==> config.mk <==
export PLATFORM = sky130hd
export DESIGN_NAME = transaction_tag_allocator_top
export DESIGN_NICKNAME = d
export VERILOG_FILES = /design/src/rtl/ttalloc_pkg.sv /design/src/rtl/ttalloc_ram.sv /design/src/rtl/ttalloc_freelist.sv /design/src/rtl/transaction_tag_allocator_top.sv
export SDC_FILE = /design/constraint.sdc
export NUM_CORES = 2
export LEC_CHECK = 0
export BUFFER_PORTS_ARGS = -buffer_cell sky130_fd_sc_hd__buf_4
export CAP_MARGIN = 10
export CORE_ASPECT_RATIO = 1.2
export CORE_MARGIN = 3
export CORE_UTILIZATION = 25
export CTS_BUF_LIST = sky130_fd_sc_hd__clkbuf_2
export DETAILED_ROUTE_END_ITERATION = 10
export GPL_TIMING_DRIVEN = 0
export PLACE_DENSITY = 0.49
export SYNTH_ARGS = -nofsm -noshare
export SYNTH_HDL_FRONTEND = slang
export SYNTH_SLANG_ARGS = --single-unit
==> constraint.sdc <==
create_clock -name clk -period 9.85 [get_ports clk]
set_input_delay 2.4625 -clock clk [delete_from_list [all_inputs] [get_ports clk]]
set_output_delay 2.4625 -clock clk [all_outputs]
set_load 0.02 [all_outputs]
==> src/rtl/ttalloc_pkg.sv <==
// Shared types and constants for the transaction tag allocator.
// Used by ttalloc_freelist and transaction_tag_allocator_top; no dependencies.
`default_nettype none

package ttalloc_pkg;

  // fixed field widths
  localparam int TAG_W    = 8;
  localparam int RES_W    = 8;
  localparam int MODE_W   = 2;
  localparam int STATUS_W = 2;

  // default tag space size
  localparam int TAG_SPACE_DEF = 256;

  // item operation codes
  typedef enum logic [MODE_W-1:0] {
    MODE_ALLOC   = 2'd0,
    MODE_RELEASE = 2'd1,
    MODE_RESP    = 2'd2
  } mode_t;

  // result status codes
  typedef enum logic [STATUS_W-1:0] {
    ST_OK          = 2'd0,
    ST_NO_FREE     = 2'd1,
    ST_NOT_PENDING = 2'd2,
    ST_WRONG_RES   = 2'd3
  } status_t;

  // free list update for one item
  typedef struct packed {
    logic             pop;
    logic             push;
    logic [TAG_W-1:0] push_tag;
  } fl_cmd_t;

endpackage

`default_nettype wire

==> src/rtl/ttalloc_ram.sv <==
// Generic single-write, single-read synchronous RAM with registered read data.
// No dependencies.
`default_nettype none

module ttalloc_ram #(
  parameter int WIDTH = 8,
  parameter int DEPTH = 256
) (
  input  wire logic                     clk,
  input  wire logic                     we,
  input  wire logic [$clog2(DEPTH)-1:0] waddr,
  input  wire logic [WIDTH-1:0]         wdata,
  input  wire logic                     re,
  input  wire logic [$clog2(DEPTH)-1:0] raddr,
  output logic      [WIDTH-1:0]         rdata
);

  logic [WIDTH-1:0] mem [DEPTH];

  // write port
  always_ff @(posedge clk) begin
    if (we) begin
      mem[waddr] <= wdata;
    end
  end

  // registered read port
  always_ff @(posedge clk) begin
    if (re) begin
      rdata <= mem[raddr];
    end
  end

endmodule

`default_nettype wire

==> src/rtl/ttalloc_freelist.sv <==
// Free tag FIFO: storage RAM, head/tail pointers, fill count.
// Depends on ttalloc_pkg and ttalloc_ram.
`default_nettype none

module ttalloc_freelist #(
  parameter int TAG_SPACE = ttalloc_pkg::TAG_SPACE_DEF
) (
  input  wire logic                          clk,
  input  wire logic                          rst_n,
  input  wire logic                          rd_en,
  input  wire ttalloc_pkg::fl_cmd_t          cmd,
  output logic      [ttalloc_pkg::TAG_W-1:0] head_tag,
  output logic                               empty
);

  localparam int PW = $clog2(TAG_SPACE);
  localparam logic [PW-1:0] PTR_LAST = PW'(TAG_SPACE - 1);
  localparam logic [PW-1:0] PTR_INIT = PW'(TAG_SPACE - 2);

  logic [PW-1:0] head_r, head_nxt;
  logic [PW-1:0] tail_r, tail_nxt;
  logic [PW-1:0] cnt_r, cnt_nxt;
  logic          first_pass_r, first_pass_nxt;
  logic [ttalloc_pkg::TAG_W-1:0] ram_q;

  // fifo storage, read at head, written at tail
  ttalloc_ram #(
    .WIDTH (ttalloc_pkg::TAG_W),
    .DEPTH (TAG_SPACE)
  ) u_fifo_ram (
    .clk   (clk),
    .we    (cmd.push),
    .waddr (tail_r),
    .wdata (cmd.push_tag),
    .re    (rd_en),
    .raddr (head_r),
    .rdata (ram_q)
  );

  // on the first pass of the head the entries still hold their reset order,
  // and the tail cannot have overtaken the head there
  always_comb begin
    if (first_pass_r && (head_r < PTR_INIT)) begin
      head_tag = ttalloc_pkg::TAG_W'(head_r) + ttalloc_pkg::TAG_W'(1);
    end else begin
      head_tag = ram_q;
    end
  end

  assign empty = (cnt_r == '0);

  // pointer and count update
  always_comb begin
    head_nxt       = head_r;
    tail_nxt       = tail_r;
    cnt_nxt        = cnt_r;
    first_pass_nxt = first_pass_r;
    if (cmd.pop) begin
      head_nxt = (head_r == PTR_LAST) ? '0 : head_r + PW'(1);
      cnt_nxt  = cnt_r - PW'(1);
      if (head_r == PTR_LAST) begin
        first_pass_nxt = 1'b0;
      end
    end else if (cmd.push) begin
      tail_nxt = (tail_r == PTR_LAST) ? '0 : tail_r + PW'(1);
      cnt_nxt  = cnt_r + PW'(1);
    end
  end

  always_ff @(posedge clk) begin
    if (!rst_n) begin
      head_r       <= '0;
      tail_r       <= PTR_INIT;
      cnt_r        <= PTR_INIT;
      first_pass_r <= 1'b1;
    end else begin
      head_r       <= head_nxt;
      tail_r       <= tail_nxt;
      cnt_r        <= cnt_nxt;
      first_pass_r <= first_pass_nxt;
    end
  end

endmodule

`default_nettype wire

==> src/rtl/transaction_tag_allocator_top.sv <==
// Transaction tag allocator: hands out tags from a free FIFO, tracks pending
// tags in a bitmap RAM and checks responses. Takes ttalloc_pkg, ttalloc_ram
// and ttalloc_freelist.
//
// Each item has an accept and an execute cycle: in the accept cycle the free
// FIFO head and the pending bitmap entry of the item's tag are read from their
// RAMs, in the next cycle the result is formed and both RAMs are written back.
// The input stalls in the execute cycle, which keeps a read from ever meeting
// a write in flight, so no item is accepted while one executes. A finished
// result sits in an output register while the next item is accepted. No
// clearing pass follows reset: the FIFO's reset order is produced by the
// head pointer on its first lap, and the bitmap carries one valid flop per
// tag. Configuration (own resource) is written through cfg_wr_en/cfg_wr_data.
`default_nettype none

module transaction_tag_allocator_top #(
  parameter int TAG_SPACE = ttalloc_pkg::TAG_SPACE_DEF
) (
  input  wire logic                             clk,
  input  wire logic                             rst_n,
  // configuration
  input  wire logic                             cfg_wr_en,
  input  wire logic [ttalloc_pkg::RES_W-1:0]    cfg_wr_data,
  // input items
  input  wire logic                             in_valid,
  output logic                                  in_stall,
  input  wire logic [ttalloc_pkg::MODE_W-1:0]   in_mode,
  input  wire logic [ttalloc_pkg::TAG_W-1:0]    in_tag,
  input  wire logic [ttalloc_pkg::RES_W-1:0]    in_msg_resource,
  input  wire logic                             in_finished,
  // result items
  output logic                                  out_valid,
  input  wire logic                             out_stall,
  output logic      [ttalloc_pkg::TAG_W-1:0]    out_result_tag,
  output logic      [ttalloc_pkg::STATUS_W-1:0] out_status,
  output logic                                  out_deliver,
  output logic                                  out_freed
);

  localparam int PW = $clog2(TAG_SPACE);

  logic in_acc, out_acc;

  logic [ttalloc_pkg::RES_W-1:0] own_res_r;

  logic                          exec_r, exec_nxt;
  ttalloc_pkg::mode_t            mode_r;
  logic [ttalloc_pkg::TAG_W-1:0] tag_r;
  logic [ttalloc_pkg::RES_W-1:0] res_r;
  logic                          fin_r;

  logic [TAG_SPACE-1:0] pend_vld_r;
  logic                 pend_q;
  logic                 pend_we;
  logic [PW-1:0]        pend_waddr;
  logic                 pend_wdata;
  logic [PW-1:0]        tag_idx;
  logic                 tag_in_range;
  logic                 tag_pending;

  ttalloc_pkg::fl_cmd_t          fl_cmd;
  logic [ttalloc_pkg::TAG_W-1:0] fl_head_tag;
  logic                          fl_empty;

  logic [ttalloc_pkg::TAG_W-1:0] rtag;
  ttalloc_pkg::status_t          status;
  logic                          deliver, freed;

  logic                          out_valid_r, out_valid_nxt;
  logic [ttalloc_pkg::TAG_W-1:0] out_tag_r;
  ttalloc_pkg::status_t          out_status_r;
  logic                          out_deliver_r, out_freed_r;

  // handshakes: hold off while an item is being executed or the result is stuck
  assign in_stall = exec_r || (out_valid_r && out_stall);
  assign in_acc   = in_valid && !in_stall;
  assign out_acc  = out_valid_r && !out_stall;

  // configuration register
  always_ff @(posedge clk) begin
    if (!rst_n) begin
      own_res_r <= '0;
    end else if (cfg_wr_en) begin
      own_res_r <= cfg_wr_data;
    end
  end

  // item capture
  assign exec_nxt = in_acc;

  always_ff @(posedge clk) begin
    if (!rst_n) begin
      exec_r <= 1'b0;
    end else begin
      exec_r <= exec_nxt;
    end
  end

  always_ff @(posedge clk) begin
    if (in_acc) begin
      mode_r <= ttalloc_pkg::mode_t'(in_mode);
      tag_r  <= in_tag;
      res_r  <= in_msg_resource;
      fin_r  <= in_finished;
    end
  end

  // free tag fifo
  ttalloc_freelist #(
    .TAG_SPACE (TAG_SPACE)
  ) u_freelist (
    .clk      (clk),
    .rst_n    (rst_n),
    .rd_en    (in_acc),
    .cmd      (fl_cmd),
    .head_tag (fl_head_tag),
    .empty    (fl_empty)
  );

  // pending bitmap, read at the item's tag on accept
  ttalloc_ram #(
    .WIDTH (1),
    .DEPTH (TAG_SPACE)
  ) u_pend_ram (
    .clk   (clk),
    .we    (pend_we),
    .waddr (pend_waddr),
    .wdata (pend_wdata),
    .re    (in_acc),
    .raddr (in_tag[PW-1:0]),
    .rdata (pend_q)
  );

  // an entry never written reads as not pending
  always_ff @(posedge clk) begin
    if (!rst_n) begin
      pend_vld_r <= '0;
    end else if (pend_we) begin
      pend_vld_r[pend_waddr] <= 1'b1;
    end
  end

  assign tag_idx      = tag_r[PW-1:0];
  assign tag_in_range = ({1'b0, tag_r} < 9'(TAG_SPACE));
  assign tag_pending  = tag_in_range && pend_vld_r[tag_idx] && pend_q;

  // execute: form result and write back fifo and bitmap
  always_comb begin
    rtag        = tag_r;
    status      = ttalloc_pkg::ST_OK;
    deliver     = 1'b0;
    freed       = 1'b0;
    fl_cmd      = '0;
    pend_we     = 1'b0;
    pend_waddr  = tag_idx;
    pend_wdata  = 1'b0;
    unique case (mode_r)
      ttalloc_pkg::MODE_ALLOC: begin
        if (fl_empty) begin
          rtag   = '0;
          status = ttalloc_pkg::ST_NO_FREE;
        end else begin
          rtag       = fl_head_tag;
          fl_cmd.pop = exec_r;
          pend_we    = exec_r;
          pend_waddr = fl_head_tag[PW-1:0];
          pend_wdata = 1'b1;
        end
      end
      ttalloc_pkg::MODE_RELEASE: begin
        if (tag_pending) begin
          freed = 1'b1;
        end else begin
          status = ttalloc_pkg::ST_NOT_PENDING;
        end
      end
      ttalloc_pkg::MODE_RESP: begin
        if (res_r != own_res_r) begin
          status = ttalloc_pkg::ST_WRONG_RES;
        end else if (!tag_pending) begin
          status = ttalloc_pkg::ST_NOT_PENDING;
        end else begin
          deliver = 1'b1;
          freed   = fin_r;
        end
      end
      default: begin
      end
    endcase
    // give the tag back to the fifo
    if (freed) begin
      fl_cmd.push     = exec_r;
      fl_cmd.push_tag = tag_r;
      pend_we         = exec_r;
      pend_waddr      = tag_idx;
      pend_wdata      = 1'b0;
    end
  end

  // output register
  always_comb begin
    out_valid_nxt = out_valid_r;
    if (exec_r) begin
      out_valid_nxt = 1'b1;
    end else if (out_acc) begin
      out_valid_nxt = 1'b0;
    end
  end

  always_ff @(posedge clk) begin
    if (!rst_n) begin
      out_valid_r <= 1'b0;
    end else begin
      out_valid_r <= out_valid_nxt;
    end
  end

  always_ff @(posedge clk) begin
    if (exec_r) begin
      out_tag_r     <= rtag;
      out_status_r  <= status;
      out_deliver_r <= deliver;
      out_freed_r   <= freed;
    end
  end

  assign out_valid      = out_valid_r;
  assign out_result_tag = out_tag_r;
  assign out_status     = out_status_r;
  assign out_deliver    = out_deliver_r;
  assign out_freed      = out_freed_r;

`ifndef ASSERT_OFF
  // execute cycle is always followed by a cycle without one
  a_exec_gap: assert property (@(posedge clk) disable iff (!rst_n)
    exec_r |=> !exec_r)
    else $error("item executed in back-to-back cycles");

  // a new result only appears after an execute cycle
  a_out_src: assert property (@(posedge clk) disable iff (!rst_n)
    $rose(out_valid_r) |-> $past(exec_r))
    else $error("result without executed item");

  // fifo is never popped and pushed by the same item
  a_fl_excl: assert property (@(posedge clk) disable iff (!rst_n)
    !(fl_cmd.pop && fl_cmd.push))
    else $error("free list pop and push together");

  // a granted tag is never one of the reserved tags
  a_grant_tag: assert property (@(posedge clk) disable iff (!rst_n)
    fl_cmd.pop |-> (fl_head_tag != '0) &&
                   (fl_head_tag != ttalloc_pkg::TAG_W'(TAG_SPACE - 1)))
    else $error("reserved tag granted");
`endif

endmodule

`default_nettype wire

==> impl_results.md <==
- Max-slew violations: 0
- Placeable Area: just over 400000 µm²
- Yosys reg bits: between 2000 and 3000
- Die extent in y: 714 µm
- GRT Util Overall: 0.152
- First-pass GRT wire length: 458000 µm
- Horiz. Die Dim: between 500 and 600 µm
- Post-synth EDFFs: roughly 2300
- Worst rel slew slack: 0.0935
- Vias in the first global route: 58800
- Final non-filler cell total: roughly 12000
- Net count, final: approximately 6000
- Sw power: around 5.0 mW
- Syn Inst Count: slightly above 5000
- Detailed Place HPWL: about 230000 µm
- Min-delay src: pend_vld_r[1]
- Total Wirelength: about 330000 µm
- Worst reg2reg path depth: 14
- Worst-margin pin slew: ~1.4 ns
- Post-route setup TNS: 0 ns
- Hold WC Path Type: flip-flop to flip-flop
- Clk_lat worst skew: about 2.2 ns
- Hold path cells: 1
- Critical path launch point: tag_idx[2]
- Starting Density: 0.252
- Largest net degree at the start of global routing: 189
- Total gr overflow: 0
- Clock tree buffer depth: 4
- Vias: roughly 56000
- Synth async-reset ratio: 0
- Syn-to-layout area delta: 14.4%
- RePlAce Congestion: 0.879
- Pwr/cell area: approximately 170 nW/µm²
- Mapped Nets: ~5200
- Crit share post-route: 0.736
- Commonest cells in the netlist: 2344 x edfxtp_1, 792 x mux4_2, 443 x nor2_1
- Unrepaired setup endpoints after global routing: no
- Flop pwr share: 0.597
- Synthesized cell area: ~100000 µm²
- Pwr Total: ~20 mW
- LEAKAGE: between 30 and 40 nW
- Avg Synthesized Cell Area: 20.4 µm²
- Worst Path Max Fanout: 10
- CTS sink cnt: 2635
- Worst vdd rail ir drop: between 0.0001 and 0.00015 V
- Pint: around 15 mW
- Post-layout min period: 7.25 ns
- Share of layout cells above drive strength 1: 0.358
- Crit end category: flip-flop
- Final setup skew: around 0.27 ns
- WL/cell: ~28 µm
- Top cells by area, synth: edfxtp_1 67%, mux4_2 17%, dfxtp_1 5.6%
- CTS root buffer: clkbuf_2
- Die Area: roughly 430000 µm²
- Comb power frac: 0.032
- Clock Pin Slew Worst Setup and Hold Paths: 0.09 ns
- I/O pin cnt: 46
- Minimum hold slack: 0.464 ns
- H-tree levels: 6
- Register area share after synthesis: 0.729
- Top_reg_cell synth: edfxtp_1
- Worst r2r src: tag_idx[2]
- DP Cell Count: approximately 11000
- Hold buffer count at cts: 0
- Detail Route Antenna Nets: 0
- Largest area contributor in the netlist: edfxtp_1
- Synth top area share: 0.673
- Arrival time worst endpoint: slightly below 9 ns
- Max-cap violation count: 0
- CTS tree: built
- Row cnt: roughly 260
- DRC: 0
- Worst setup path class: flip-flop to flip-flop
- Outcome: finished, final reports clean
- Final Hold Violating Endpoints: 0
- CTS resizes: 0
- Fmax: around 140 MHz
- Via-to-Cell Ratio: between 4 and 5
- Syn. warnings: 0
- Drt pass-1 iters: 5
- Initial DRC count: between 5000 and 6000
- Required @ worst endpoint: 11.43 ns
- Startpoint Class: flip-flop
- Yosys cell types: 78
- TritonCTS buffer count: ~680
- Switch share: 0.247
- Endpoints failing setup: 0
- Part of the power in the clock network: 0.371
- Most frequent cell after synthesis: edfxtp_1
- Antenna violations before repair: 16
- Input/output buffers: between 40 and 50
- Post-CTS Setup Inserts: 0
critical path: stages (launching register included):
cell and delay (ns):
edfxtp_1 0.61, inv_2 0.14, clkbuf_1 0.93, buf_2 0.53, mux2i_1 0.14, a2bb2oi_1 0.33, nand3_1 0.19, a21boi_4 0.41
and3_4 0.28, buf_6 0.17, nand2_1 0.14, nor3_2 0.96, nand3_1 0.70, clkbuf_1 0.40, nor2_1 0.76
layout make-up:
class | instances | area, µm²
fill | 41400 | 296000
antenna | 7 | 17.5
buffer | 331 | 1600
timing repair buffer | 131 | 2010
inverter | 25 | 101
tap | 5481 | 6860
clock buffer | 981 | 4910
sequential | 2635 | 76200
clock inverter | 167 | 1060
multi-input combinational | 2136 | 26800
final timing paths:
kind / endpoint / slack (ns)
worst max-delay path: u_freelist.u_fifo_ram.mem[182][3] / 2.60
worst min-delay path: pend_vld_r[1] / 0.46
worst max register to register: u_freelist.u_fifo_ram.mem[182][3] / 2.60
worst min register to register: pend_vld_r[1] / 0.46
cell usage in the layout, fill, tap and decap left out, types with 11 or more instances in the layout:
cell,n
edfxtp_1,2344
clkbuf_2,1007
mux4_2,792
nor2_1,435
dfxtp_1,291
o21a_1,258
clkbuf_1,160
clkinv_1,102
nand2_1,95
nor3_2,94
buf_2,66
mux2i_1,64
buf_4,61
buf_12,50
buf_1,42
nor2_2,39
nor2b_1,36
a21oi_1,34
nand3_1,27
buf_8,25
inv_1,22
nor3_1,21
buf_6,20
a211oi_1,17
o21ai_0,17
clkinv_2,17
mux2i_4,16
ha_1,15
a22oi_1,14
xor2_1,13
xnor2_1,12
buf_16,12
clkinvlp_4,11
cell families (layout without fill, tap and decap cells):
group / after synthesis / in the layout / share of synthesized area
flip-flops: 2635 / 2635 / 0.729
multiplexers: 887 / 887 / 0.183
AND/OR/NAND/NOR: 806 / 806 / 0.0388
AO/OA/AOI/OAI: 402 / 402 / 0.0290
buffers and inverters: 356 / 1635 / 0.0156
XOR/XNOR: 25 / 25 / 0.00209
adder cells (fa/ha/maj): 16 / 16 / 0.00199
other: 0 / 7 / 0
metal layers:
| layer | share of wire | track usage | wire length [µm] |
|---|---|---|---|
| met5 | 0.00018 | 0 | 58 |
| met2 | 0.50 | 0.262 | 167000 |
| met4 | 0.035 | 0.0562 | 11600 |
| met3 | 0.065 | 0.0284 | 21400 |
| met1 | 0.40 | 0.189 | 131000 |
per-stage QoR:
step / cell area, µm² / setup WS, ns / utilization
final: 120000 / 2.60 / 0.288
after detailed placement: 113000 / 2.69 / 0.273
after floorplan: 105000 / 0.0402 / -
after global routing: 120000 / 2.41 / 0.288
after CTS: 119000 / 2.52 / 0.288
after global placement: 112000 / -10.26 / 0.269
power by group through the flow:
stage,registers [mW],clock network (mW),logic (mW)
after floorplan,12.3,0,0.354
after global placement,12.4,0,0.610
after detailed placement,12.3,0,0.644
after CTS,12.1,7.74,0.646
after global routing,12.1,8.32,0.666
final,12.1,7.49,0.638
sequential cells by signal, summed over array words and instances (netlist names), 2 cells and up:
register                     cells
u_freelist.cnt_r                 8
u_freelist.u_fifo_ram.mem     2048
own_res_r                        8
u_freelist.head_r                8
out_status                       2
res_r                            8
tag_idx                          8
u_pend_ram.mem                 256
mode_r                           2
out_result_tag                   8
u_freelist.u_fifo_ram.rdata      8
u_freelist.tail_r                8
pend_vld_r                     256
Note: power is estimated with default switching activity, not from simulation.
